==> config.mk <==
export PLATFORM = sky130hd
export DESIGN_NAME = ibrs_ctrl
export DESIGN_NICKNAME = d
export VERILOG_FILES = /design/src/sv/ibrs_pkg.sv /design/src/sv/ibrs_ctrl.sv
export SDC_FILE = /design/constraint.sdc
export NUM_CORES = 1
export LEC_CHECK = 0
export BUFFER_PORTS_ARGS = -buffer_cell sky130_fd_sc_hd__buf_2
export CAP_MARGIN = 20
export CORE_UTILIZATION = 61
export DETAILED_ROUTE_END_ITERATION = 7
export PLACE_DENSITY_LB_ADDON = 0.08
export SETUP_SLACK_MARGIN = 0.02
export SYNTH_ARGS = -nofsm -noshare
export SYNTH_HDL_FRONTEND = slang
export SYNTH_SLANG_ARGS = --single-unit
==> constraint.sdc <==
create_clock -name clk_i -period 3.6 [get_ports clk_i]
set_input_delay 0.72 -clock clk_i [delete_from_list [all_inputs] [get_ports clk_i]]
set_output_delay 0.72 -clock clk_i [all_outputs]
set_load 0.02 [all_outputs]
==> src/sv/ibrs_pkg.sv <==
// Shared types and constants of the IMU bias removal and smoothing unit.
// Used by the controller, datapath and top level; depends on nothing.
package ibrs_pkg;

  localparam int unsigned AXES       = 3;
  localparam int unsigned LANES      = 6;
  localparam int unsigned RAW_W      = 16;
  localparam int unsigned SCALE_W    = 24;
  localparam int unsigned ALPHA_W    = 17;
  localparam int unsigned WORD_W     = 32;
  localparam int unsigned SUM_W      = 40;
  localparam int unsigned CNT_W      = 8;
  localparam int unsigned STEP_W     = 3;
  localparam int unsigned AXIS_W     = 2;
  localparam int unsigned PROD_W     = 51;
  localparam int unsigned IN_DATA_W  = LANES * RAW_W;
  localparam int unsigned OUT_DATA_W = 9 * WORD_W;
  localparam int unsigned CFG_ADDR_W = 2;
  localparam int unsigned CFG_DATA_W = 24;

  localparam logic [CFG_ADDR_W-1:0] CFG_GYRO_SCALE   = 2'd0;
  localparam logic [CFG_ADDR_W-1:0] CFG_ACCEL_SCALE  = 2'd1;
  localparam logic [CFG_ADDR_W-1:0] CFG_SMOOTH_ALPHA = 2'd2;

  localparam logic [SCALE_W-1:0] GYRO_SCALE_RST  = 24'd128071;
  localparam logic [SCALE_W-1:0] ACCEL_SCALE_RST = 24'd4096;
  localparam logic [ALPHA_W-1:0] ALPHA_RST       = 17'd6554;
  localparam logic [ALPHA_W-1:0] ALPHA_ONE       = 17'h10000;

  // last pipeline step: one more than the last lane, drains the write stage
  localparam logic [STEP_W-1:0] LAST_STEP = 3'd6;

  typedef struct packed {
    logic              load;
    logic              pipe_en;
    logic              ema;
    logic [STEP_W-1:0] step;
    logic              clear_bias;
    logic              calc_rate;
    logic              accumulate;
    logic              div_start;
    logic [AXIS_W-1:0] axis;
    logic              bias_wr;
    logic              load_out;
  } ibrs_cmd_t;

  typedef struct packed {
    logic cmd_flag;
    logic div_done;
  } ibrs_sts_t;

  function automatic logic signed [WORD_W-1:0] sat32(input logic signed [47:0] v);
    logic signed [WORD_W-1:0] r;
    if (v > 48'sd2147483647) begin
      r = 32'sh7FFF_FFFF;
    end else if (v < -48'sd2147483648) begin
      r = 32'sh8000_0000;
    end else begin
      r = v[WORD_W-1:0];
    end
    return r;
  endfunction

endpackage

==> src/sv/ibrs_ctrl.sv <==
// Controller: item sequencing, calibration counters and stream handshakes.
// Uses ibrs_pkg; commands ibrs_datapath.
module ibrs_ctrl #(
  parameter int unsigned SETTLE_SAMPLES = 50,
  parameter int unsigned AVG_SAMPLES    = 100
) (
  input  logic                 clk_i,
  input  logic                 rst_ni,
  input  logic                 in_valid_i,
  output logic                 in_ready_o,
  output logic                 out_valid_o,
  input  logic                 out_ready_i,
  output logic                 out_cal_o,
  input  ibrs_pkg::ibrs_sts_t  sts_i,
  output ibrs_pkg::ibrs_cmd_t  cmd_o
);
  import ibrs_pkg::*;

  localparam logic [CNT_W-1:0] SETTLE_C = CNT_W'(SETTLE_SAMPLES);
  localparam logic [CNT_W-1:0] AVG_C    = CNT_W'(AVG_SAMPLES);

  typedef enum logic [2:0] {
    ST_IDLE, ST_SCALE, ST_CMD, ST_RATE, ST_EMA, ST_DIV_GO, ST_DIV_WAIT, ST_OUT
  } state_e;

  state_e            state_q;
  logic [STEP_W-1:0] step_q;
  logic [AXIS_W-1:0] axis_q;
  logic [CNT_W-1:0]  count_q, count_inc;
  logic              active_q, phase_q, cal_q, out_valid_q, out_cal_q;
  logic              out_free;

  assign count_inc = count_q + CNT_W'(1);
  assign out_free  = !out_valid_q || out_ready_i;

  always_comb begin
    cmd_o      = '0;
    cmd_o.step = step_q;
    cmd_o.axis = axis_q;
    case (state_q)
      ST_IDLE:     cmd_o.load = in_valid_i;
      ST_SCALE:    cmd_o.pipe_en = 1'b1;
      ST_CMD:      cmd_o.clear_bias = sts_i.cmd_flag;
      ST_RATE: begin
        cmd_o.calc_rate  = 1'b1;
        cmd_o.accumulate = active_q && phase_q;
      end
      ST_EMA: begin
        cmd_o.pipe_en = 1'b1;
        cmd_o.ema     = 1'b1;
      end
      ST_DIV_GO:   cmd_o.div_start = 1'b1;
      ST_DIV_WAIT: cmd_o.bias_wr = sts_i.div_done;
      ST_OUT:      cmd_o.load_out = out_free;
      default: ;
    endcase
  end

  always_ff @(posedge clk_i or negedge rst_ni) begin
    if (!rst_ni) begin
      state_q     <= ST_IDLE;
      step_q      <= '0;
      axis_q      <= '0;
      count_q     <= '0;
      active_q    <= 1'b0;
      phase_q     <= 1'b0;
      cal_q       <= 1'b0;
      out_valid_q <= 1'b0;
      out_cal_q   <= 1'b0;
    end else begin
      if ((state_q == ST_OUT) && out_free) begin
        out_valid_q <= 1'b1;
      end else if (out_ready_i) begin
        out_valid_q <= 1'b0;
      end
      case (state_q)
        ST_IDLE: begin
          step_q <= '0;
          if (in_valid_i) begin
            state_q <= ST_SCALE;
          end
        end
        ST_SCALE: begin
          if (step_q == LAST_STEP) begin
            state_q <= ST_CMD;
          end else begin
            step_q <= step_q + STEP_W'(1);
          end
        end
        ST_CMD: begin
          if (sts_i.cmd_flag) begin
            count_q  <= '0;
            active_q <= 1'b1;
            phase_q  <= (SETTLE_SAMPLES == 0);
          end
          state_q <= ST_RATE;
        end
        ST_RATE: begin
          cal_q  <= active_q;
          step_q <= '0;
          axis_q <= '0;
          if (!active_q) begin
            state_q <= ST_EMA;
          end else if (!phase_q) begin
            state_q <= ST_OUT;
            if (count_inc >= SETTLE_C) begin
              phase_q <= 1'b1;
              count_q <= '0;
            end else begin
              count_q <= count_inc;
            end
          end else if (count_inc >= AVG_C) begin
            active_q <= 1'b0;
            phase_q  <= 1'b0;
            count_q  <= '0;
            state_q  <= ST_DIV_GO;
          end else begin
            count_q <= count_inc;
            state_q <= ST_OUT;
          end
        end
        ST_EMA: begin
          if (step_q == LAST_STEP) begin
            state_q <= ST_OUT;
          end else begin
            step_q <= step_q + STEP_W'(1);
          end
        end
        ST_DIV_GO: state_q <= ST_DIV_WAIT;
        ST_DIV_WAIT: begin
          if (sts_i.div_done) begin
            if (axis_q == AXIS_W'(AXES - 1)) begin
              state_q <= ST_OUT;
            end else begin
              axis_q  <= axis_q + AXIS_W'(1);
              state_q <= ST_DIV_GO;
            end
          end
        end
        ST_OUT: begin
          if (out_free) begin
            out_cal_q <= cal_q;
            state_q   <= ST_IDLE;
          end
        end
        default: state_q <= ST_IDLE;
      endcase
    end
  end

  assign in_ready_o  = (state_q == ST_IDLE);
  assign out_valid_o = out_valid_q;
  assign out_cal_o   = out_cal_q;

endmodule

==> impl_metrics.py, run 1 <==
metrics = {
    "place": {
        "routabilityCongestion": 0.8493,
        "dp_hpwl_mm": 2.464,
        "numPortBuffers": 22,
        "place_inst": 228,
        "pre_cts_ws_ps": 1317,
    },
    "timing": {
        "setup_slack_ps": 945.3,
        "fin_setup_tns_ps": 0,
        "fin_crit_sh": 0.7374,
        "worst_pin_slew_ps": 604.1,
        "hold_violations": 0,
        "rsz0062_at_grt": "false",
        "setup_violations": 0,
        "max_freq_mhz": 376.7,
        "drv_slew": 0,
        "skew_ps": 3.239,
        "relSlewSlack": 0.5973,
        "finalCriticalPeriod_ps": 2655,
    },
    "setup_path": {
        "crit_required_ps": 2880,
        "worstSetupStartpointType": "flip-flop",
        "worstPathArrival_ps": 1930,
        "criticalPathCategory": "reg -> out",
        "endpoint_kind": "output pin",
        "crit_fanout": 17,
    },
    "logic_synthesis": {
        "synthDistinctLibCells": 58,
        "postSynthCellCount": 186,
        "ys_seq_area_frac": 0.3341,
        "async_reset_ff_frac": 1.000,
        "ys_ff_latch": 21,
        "synth_nets": 197,
        "syn_area_per_cell_um2": 8.456,
        "synth_warnings": 0,
        "synthesis.area_um2": 1573,
        "synth_edf_count": 0,
        "synthFlopType": "dfrtp_1",
    },
    "clock_network": {
        "clk_path_buf_depth": 2,
        "root_buffer": "clkbuf_4",
        "cts_made_buffers": 3,
        "cts_tree": "yes",
        "cts_hold_repair.buffers": 0,
        "cts_sinks": 21,
        "post_cts_buffers": 0,
        "cts_resized": 0,
        "htreeDepth": 1,
        "insertion_delay_ps": 310,
        "clk_pin_slew_ps": 120,
    },
    "power": {
        "p_seq_frac": 0.379,
        "swShare": 0.4934,
        "ir_drop_mv": 0.6444,
        "pwr-share-clk": 0.093,
        "p_comb_frac": 0.528,
        "total_power_uw": 1267,
        "power_density_nw_per_um2": 745.4,
        "power_leakage_uw": 0.0008179,
        "p_int_uw": 642.1,
        "power_switching_uw": 625.4,
    },
    "floorplan": {
        "fp.dieW_um": 52.78,
        "ios": 23,
        "initial_core_util": 0.6407,
        "die_area_um2": 2785,
        "std_cell_rows": 18,
        "fp.coreArea_um2": 2455,
        "die_h_um": 52.78,
    },
    "job": {
        "maxCapViolCount": 0,
    },
    "grt": {
        "antenna_found_initial": 0,
        "grt_first_pass_wirelength_mm": 5.623,
        "grt_pass1_vias": 1273,
        "grt_overflow": 0,
        "gr-usage-all-layers": 0.2742,
        "grt_max_degree": 23,
    },
    "cells_and_area": {
        "fin_cells": 232,
        "drive_gt1_frac": 0.1832,
        "n_fill_cell": 202,
        "areaGrowthSynthToFinish_pct": 8.115,
        "fin_util": 0.6927,
        "antennaDiodeCount": 0,
        "nets": 214,
    },
    "routing": {
        "first_pass_iters": 4,
        "drcViolationCount": 0,
        "via_count": 1433,
        "routed_wl_mm": 3.330,
        "drt_iter0_markers": 43,
        "via_per_inst": 6.177,
        "ant_nets": 0,
        "wl_per_cell_um": 14.35,
    },
    "outcome": {
        "outcome": "complete, no violations",
    },
    "min_path": {
        "hold_class": "in -> async",
    },
}
==> cells in the mapped netlist (5+ instances only) <==
cell | n | area, um^2
inv_1 | 9 | 33.78
buf_2 | 7 | 35.03
o21ai_0 | 7 | 35.03
nand2_1 | 24 | 90.09
nor2_1 | 15 | 56.30
ha_1 | 5 | 62.56
nor2b_1 | 5 | 31.28
a21oi_1 | 7 | 35.03
and2_1 | 8 | 50.05
dfrtp_1 | 21 | 525.5
nor3_1 | 5 | 25.02
==> layer usage <==
metal / GRT usage / part of all wire / vias up
met5: 0 / 0 / -
met4: 0.08772 / 0.011 / 0
met3: 0.05797 / 0.042 / 6
met2: 0.4051 / 0.43 / 36
met1: 0.3939 / 0.51 / 685
li1: - / - / 706
==> state kept, by name, indices dropped and copies added (netlist names) <==
name,flops
out_cal_o,1
out_valid_o,1
state_q,3
axis_q,2
step_q,3
cal_q,1
phase_q,1
active_q,1
count_q,8
==> placed cells by master (no fill, tap or decap), types with 2 or more instances in the layout <==
cell type and count:
nor2b_1 5, buf_2 22, o21ai_0 7, nor2_1 15
and3_1 3, or3_1 2, nand3_1 3, mux2i_1 4
or2_2 2, a22oi_1 4, a211oi_1 2, o211ai_1 2
o21a_1 2, o21bai_1 2, a21o_1 4, nor3_1 5
inv_1 9, clkbuf_4 3, and2_1 8, a21oi_1 7
ha_1 5, nand3b_1 2, dfrtp_1 21, nand2_1 24
nand4_1 2, nand2b_1 3, xnor2_1 2
==> layout make-up <==
type                    count  area, um^2  share of cell area
repair buffers             22       110.1             0.06475
flip-flops and latches     21       525.5              0.3091
multi-input cells         146       967.2              0.5688
clock buffers               4       26.28             0.01545
inverters                   9       33.78             0.01987
well taps                  30       37.54             0.02208
==> worst max-delay path, cell delays in order, from the launching register on <==
cell,delay (ps)
dfrtp_1,670
nand2b_1,160
or3b_2,540
inv_1,100
buf_2,160
==> power by group through the flow <==
stage,logic (uW),registers (uW),clock network [uW]
final,669,480,118
after global placement,648,469,0
after CTS,669,478,118
after global routing,751,502,125
after floorplan,574,411,0
after detailed placement,663,482,0
==> cells by family after synthesis <==
logic type,share of synthesized area
flip-flops,0.3341
AO/OA/AOI/OAI,0.2307
XOR/XNOR,0.01114
buffers and inverters,0.05091
AND/OR/NAND/NOR,0.3079
multiplexers,0.02546
adder cells (fa/ha/maj),0.03978
==> metrics by stage <==
stage | hold slack [ps] | area (um^2)
after detailed placement | 453.5 | 1674
after CTS | 363.1 | 1700
final | 339.4 | 1700
after global routing | 390.7 | 1700
after global placement | 451.9 | 1674
after floorplan | 424.4 | 1573
==> path summary, 6_finish.rpt <==
path	slack [ps]	from	cells after the start	to
setup / recovery	950	state_q[1]$_DFFE_PN0P_	4	cmd_o[7]
hold / removal	340	rst_ni	1	count_q[1]$_DFFE_PN0P_
setup reg to reg	1300	count_q[0]$_DFFE_PN0P_	7	count_q[5]$_DFFE_PN0P_
hold reg to reg	480	cal_q$_DFFE_PN0P_	2	out_cal_o$_DFFE_PN0P_
max in group asynchronous	2940	rst_ni	1	state_q[2]$_DFFE_PN0P_
min in group clk_i	480	cal_q$_DFFE_PN0P_	2	out_cal_o$_DFFE_PN0P_
No activity file was read; power rests on OpenSTA's default activity.
==> run 2: changes to the inputs <==
--- a/config.mk
+++ b/config.mk
@@ -5,9 +5,10 @@
 export SDC_FILE = /design/constraint.sdc
 export NUM_CORES = 1
 export LEC_CHECK = 0
+export ABC_AREA = 1
 export BUFFER_PORTS_ARGS = -buffer_cell sky130_fd_sc_hd__buf_2
 export CAP_MARGIN = 20
-export CORE_UTILIZATION = 61
+export CORE_UTILIZATION = 55
 export DETAILED_ROUTE_END_ITERATION = 7
 export PLACE_DENSITY_LB_ADDON = 0.08
 export SETUP_SLACK_MARGIN = 0.02
==> constraint.sdc (replaced) <==
create_clock -name clk_i -period 2.5 [get_ports clk_i]
set_input_delay 0.5 -clock clk_i [delete_from_list [all_inputs] [get_ports clk_i]]
set_output_delay 0.5 -clock clk_i [all_outputs]
set_load 0.02 [all_outputs]
==> impl_metrics.py, run 2 <==
metrics = {
    "power": {
        "power_leakage_uw": 0.0008032,
        "pwr-share-clk": 0.098,
        "p_int_uw": 848.5,
        "power_switching_uw": 886.4,
        "p_seq_frac": 0.359,
        "p_comb_frac": 0.544,
        "ir_drop_mv": 0.7921,
        "power_density_nw_per_um2": 1162,
        "swShare": 0.5109,
        "total_power_uw": 1735,
    },
    "place": {
        "routabilityCongestion": 0.9209,
        "numPortBuffers": 22,
        "dp_hpwl_mm": 2.216,
        "pre_cts_ws_ps": 576.7,
    },
    "clock_network": {
        "cts_resized": 0,
        "insertion_delay_ps": 310,
        "cts_hold_repair.buffers": 0,
        "post_cts_buffers": 0,
        "htreeDepth": 1,
        "cts_made_buffers": 3,
        "cts_tree": "yes",
        "clk_path_buf_depth": 2,
        "root_buffer": "clkbuf_4",
        "cts_sinks": 21,
        "clk_pin_slew_ps": 130,
    },
    "logic_synthesis": {
        "async_reset_ff_frac": 1.000,
        "synth_top_family_by_area": "simple AND/OR/NAND/NOR gates",
        "synthFlopType": "dfrtp_1",
        "synth_compound_area_frac": 0.09586,
        "synthDistinctLibCells": 27,
        "syn_area_per_cell_um2": 7.315,
        "synth_warnings": 0,
        "synth_xor_area_frac": 0.01316,
        "yosysTopAreaCell": "dfrtp_1",
        "synth_nets": 193,
        "yosysTopAreaCellShare": 0.3947,
        "synth_simple_gate_area_frac": 0.3506,
        "synthTopCellsByCount": "47 x nand2_1, 24 x inv_1, 21 x dfrtp_1, 19 x nor2_1, 16 x nand3_1",
        "synth_edf_count": 0,
        "ys_seq_area_frac": 0.3947,
        "synthMuxAreaShare": 0.008459,
        "synthesis.area_um2": 1331,
        "postSynthCellCount": 182,
        "synth.most_common_cell": "nand2_1",
        "ys_ff_latch": 21,
        "synthTopCellsByArea": "dfrtp_1 39%, nand2_1 13%, inv_1 6.8%",
        "synthAdderAreaFrac": 0.04699,
    },
    "cells_and_area": {
        "areaGrowthSynthToFinish_pct": 12.12,
        "reg.largest.list": "count_q (8), state_q (3), step_q (3)",
        "antennaDiodeCount": 0,
        "largest_reg_flops": 8,
        "fin_util": 0.6620,
        "drive_gt1_frac": 0.2271,
        "final_cell_mix": "47 x nand2_1, 24 x inv_1, 22 x buf_2",
        "final_common_cell": "nand2_1",
        "nets": 219,
        "largest_register": "count_q",
    },
    "setup_path": {
        "endpoint_kind": "output pin",
        "rrSetupSlack_ps": 720,
        "rr_worst_depth": 13,
        "crit_family": "simple AND/OR/NAND/NOR gates",
        "worstSetupStartpointType": "flip-flop",
        "r2r-start": "count_q[0]$_DFFE_PN0P_",
        "crit_required_ps": 2000,
        "crit_chain": "nand2_2 > nor2_2 > inv_2 > nor2_4 > inv_2 > nor2_1 > buf_2",
        "slowest_delay_ps": 520,
        "cpMostUsedCell": "inv_2",
        "cp_slowest_cell": "dfrtp_1",
        "criticalPathCategory": "reg -> out",
        "worstPathArrival_ps": 1780,
        "r2r_end": "count_q[2]$_DFFE_PN0P_",
        "cp-startpoint": "state_q[1]$_DFFE_PN0P_",
        "crit_buf_inv": 3,
        "crit_fanout": 9,
    },
    "floorplan": {
        "fp.coreArea_um2": 2255,
        "die_h_um": 51.20,
        "std_cell_rows": 17,
        "initial_core_util": 0.5905,
        "ios": 23,
        "die_area_um2": 2621,
        "fp.dieW_um": 51.20,
    },
    "routing": {
        "routed_wl_mm": 2.850,
        "drcViolationCount": 0,
        "ant_nets": 0,
        "first_pass_iters": 4,
        "via_per_inst": 5.234,
        "wl_per_cell_um": 12.13,
        "drt_iter0_markers": 20,
        "via_count": 1230,
    },
    "grt": {
        "grt_max_degree": 22,
        "grt_overflow": 0,
        "gr-usage-all-layers": 0.2516,
        "grt_first_pass_wirelength_mm": 4.968,
        "antenna_found_initial": 0,
        "grt_pass1_vias": 1201,
    },
    "timing": {
        "fin_crit_sh": 0.9132,
        "max_freq_mhz": 438.0,
        "drv_slew": 0,
        "setup_violations": 0,
        "rsz0062_at_grt": "false",
        "finalCriticalPeriod_ps": 2283,
        "fin_setup_tns_ps": 0,
        "setup_slack_ps": 217.1,
        "skew_ps": 14.25,
        "relSlewSlack": 0.6820,
        "hold_violations": 0,
        "worst_pin_slew_ps": 477.0,
    },
    "outcome": {
        "outcome": "complete, no violations",
    },
    "job": {
        "maxCapViolCount": 0,
    },
    "min_path": {
        "hold_class": "in -> async",
    },
}
## run 2: cell count changes after synthesis, moves of 5 or more
cell     change
nand3_1     +13
buf_2        -7
nand2_1     +23
inv_2        +5
nor2b_1      -5
nand2_2      +6
inv_1       +15
and2_1       -8
## run 2: power by group through the flow
| stage | Sequential (uW) | Clock (uW) | Combinational [uW] |
|---|---|---|---|
| after floorplan | 640 | 0 | 687 |
| after global placement | 618 | 0 | 920 |
| after CTS | 622 | 171 | 943 |
| final | 623 | 169 | 943 |
| after global routing | 646 | 181 | 1060 |
| after detailed placement | 630 | 0 | 940 |
## run 2: worst register-to-register path, delay by kind of cell (launching register included)
kind,cells,cell delay (ps)
and+or+nand+nor,11,910
buffers and inverters,1,30
DFF,1,470
adders and majority gates,1,270
## run 2: logic make-up after synthesis
family | count (synthesis)
AOI/OAI and AO/OA | 22
and+or+nand+nor | 101
xor gates and xnor gates | 2
DFF | 21
buffers and inverters | 30
adders and majority gates | 5
muxes | 1
## run 2: cell type report
cell class	instances	area, um^2
clock buffer	3	22.52
clock inverter	1	5.005
inverter	29	108.9
timing repair buffer	22	110.1
fill	215	762.0
multi-input combinational	131	685.7
sequential	21	525.5
tap	28	35.03
## run 2: per-stage QoR
step | cells | instance area (um^2) | hold slack (ps)
6_report | 235 | 1493 | 121.6
5_1_grt | 235 | 1493 | 165.5
4_1_cts | 235 | 1493 | 137.3
3_5_place_dp | 231 | 1465 | 481.4
3_3_place_gp | 231 | 1465 | 479.4
2_1_floorplan | 182 | 1331 | 204.4
## run 2: worst max path at each step
stage	end	slack, ps	depth (start not counted)
floorplan	cmd_o[5]	580	7
global placement	cmd_o[5]	660	7
detailed placement	cmd_o[5]	580	7
CTS	cmd_o[5]	220	7
global route	cmd_o[5]	60	7
finish	cmd_o[5]	220	7
## run 2: per-layer routing
layer  up-vias  track usage  wire (um)
li1        622            -          -
met1       575       0.3365       1365
met2        31       0.4145       1327
met3         2      0.04762        145
met4         0      0.06481         12
met5         -            0          0
==> run 3: changes to the inputs <==
--- a/config.mk
+++ b/config.mk
@@ -5,10 +5,10 @@
 export SDC_FILE = /design/constraint.sdc
 export NUM_CORES = 1
 export LEC_CHECK = 0
-export ABC_AREA = 1
+export ABC_AREA = 0
 export BUFFER_PORTS_ARGS = -buffer_cell sky130_fd_sc_hd__buf_2
 export CAP_MARGIN = 20
-export CORE_UTILIZATION = 55
+export CORE_UTILIZATION = 57
 export DETAILED_ROUTE_END_ITERATION = 7
 export PLACE_DENSITY_LB_ADDON = 0.08
 export SETUP_SLACK_MARGIN = 0.02
==> impl_metrics.py, run 3 (same netlist as run 1, synthesis figures left out) <==
metrics = {
    "routing": {
        "wl_met2_mm": 1.578,
        "ant_nets": 0,
        "highest_layer": "met4",
        "wl_met1_mm": 1.546,
        "via_per_inst": 6.172,
        "wl_met3_um": 289,
        "first_pass_iters": 5,
        "via_count": 1438,
        "routed_wl_mm": 3.444,
        "wl_per_cell_um": 14.78,
        "drcViolationCount": 0,
        "drt_iter0_markers": 40,
    },
    "clock_network": {
        "root_buffer": "clkbuf_4",
        "insertion_delay_ps": 310,
        "cts_resized": 0,
        "post_cts_buffers": 0,
        "cts_sinks": 21,
        "cts_hold_repair.buffers": 0,
        "htreeDepth": 1,
        "clk_path_buf_depth": 2,
        "cts_made_buffers": 3,
        "clk_pin_slew_ps": 130,
        "cts_tree": "yes",
    },
    "setup_path": {
        "worstPathArrival_ps": 2580,
        "slowest_delay_ps": 460,
        "endpoint_kind": "flip-flop",
        "worstSetupStartpointType": "flip-flop",
        "crit_required_ps": 2740,
        "criticalPathCategory": "reg -> reg",
        "crit_fanout": 8,
        "cp_slowest_cell": "dfrtp_1",
        "crit_chain": "ha_1 > nor3_1 > or2b_1 > a41oi_2 > a22oi_2 > or3b_1 > o211ai_2",
    },
    "timing": {
        "relSlewSlack": 0.6526,
        "max_freq_mhz": 427.8,
        "hold_violations": 0,
        "rsz0062_at_grt": "false",
        "worst_pin_slew_ps": 520.0,
        "fin_setup_tns_ps": 0,
        "finalCriticalPeriod_ps": 2338,
        "skew_ps": 5.110,
        "drv_slew": 0,
        "setup_violations": 0,
        "fin_crit_sh": 0.9350,
    },
    "floorplan": {
        "initial_core_util": 0.6180,
        "std_cell_rows": 18,
        "ios": 23,
        "fp.coreArea_um2": 2545,
        "die_h_um": 54.53,
        "fp.dieW_um": 54.53,
        "die_area_um2": 2974,
    },
    "cells_and_area": {
        "nets": 215,
        "drive_gt1_frac": 0.2020,
        "antennaDiodeCount": 0,
        "fin_util": 0.6726,
        "largest_reg_flops": 8,
        "final_common_cell": "nand2_1",
        "final_cell_mix": "24 x nand2_1, 22 x buf_2, 19 x dfrtp_1",
        "reg.largest.list": "count_q (8), state_q (3), step_q (3)",
        "areaGrowthSynthToFinish_pct": 8.830,
        "largest_register": "count_q",
    },
    "min_path": {
        "hold_class": "in -> async",
    },
    "grt": {
        "grt_first_pass_wirelength_mm": 5.740,
        "grt_pass1_vias": 1230,
        "antenna_found_initial": 0,
        "grt_overflow": 0,
        "gr-usage-all-layers": 0.2681,
        "grt_max_degree": 22,
    },
    "power": {
        "ir_drop_mv": 0.7257,
        "power_density_nw_per_um2": 1078,
        "power_leakage_uw": 0.0008236,
    },
    "place": {
        "dp_hpwl_mm": 2.630,
        "routabilityCongestion": 1.021,
        "numPortBuffers": 22,
    },
    "job": {
        "maxCapViolCount": 0,
    },
    "outcome": {
        "outcome": "complete, no violations",
    },
}
[run 3: cell count changes in the layout (fill, tap and decap cells not counted), moves of 6 or more]
| cell | change |
|---|---|
| nand2_1 | -23 |
| inv_1 | -15 |
| nand3_1 | -13 |
| and2_1 | +8 |
| nand2_2 | -6 |
[run 3: final cells by class]
type                            count  area, um^2
Clock buffer                        3       22.52
Clock inverter                      1       5.005
Fill cell                         214       833.3
Inverter                            9       33.78
Multi-Input combinational cell    146       967.2
Sequential cell                    21       528.0
Tap cell                           30       37.54
Timing Repair Buffer               23       117.6
[run 3: critical path: cells and delay by family (launching register included)]
family                   cells  cell delay (ps)
adder cells (fa/ha/maj)      1              320
flip-flops                   1              460
AND/OR/NAND/NOR              3             1060
AO/OA/AOI/OAI                3              410
[run 3: power by group]
group / total, uW / leakage (uW) / internal (uW) / switching (uW)
clock network: 170 / 0.0000177 / 59.8 / 110
registers: 678 / 0.000263 / 458 / 220
logic: 997 / 0.000543 / 418 / 579
[run 3: worst paths after layout]
check	slack [ps]	cells after the start	start	end
worst min register to register	500	2	cal_q$_DFFE_PN0P_	out_cal_o$_DFFE_PN0P_
worst min-delay path	120	1	rst_ni	active_q$_DFFE_PN0P_
worst max-delay path	160	7	count_q[0]$_DFFE_PN0P_	count_q[5]$_DFFE_PN0P_
worst max register to register	160	7	count_q[0]$_DFFE_PN0P_	count_q[5]$_DFFE_PN0P_
min in group clk_i	500	2	cal_q$_DFFE_PN0P_	out_cal_o$_DFFE_PN0P_
max in group asynchronous	2040	1	rst_ni	state_q[0]$_DFFE_PN0P_
[run 3: metal layers]
metal	track usage	up-vias
li1	-	704
met1	0.3883	663
met2	0.4207	67
met3	0.03333	4
met4	0.06410	0
met5	0	-
[run 3: stage by stage]
stage | std cells | total power [uW] | instance area (um^2) | setup slack (ps) | hold WS, ps
after floorplan | 186 | 1418 | 1573 | 401.2 | 204.4
after global placement | 229 | 1630 | 1682 | 368.4 | 452.4
after detailed placement | 229 | 1671 | 1682 | 244.7 | 478.4
after CTS | 233 | 1846 | 1709 | 67.78 | 130.6
after global routing | 233 | 2015 | 1712 | 63.58 | 152.0
final | 233 | 1845 | 1712 | 162.5 | 122.3
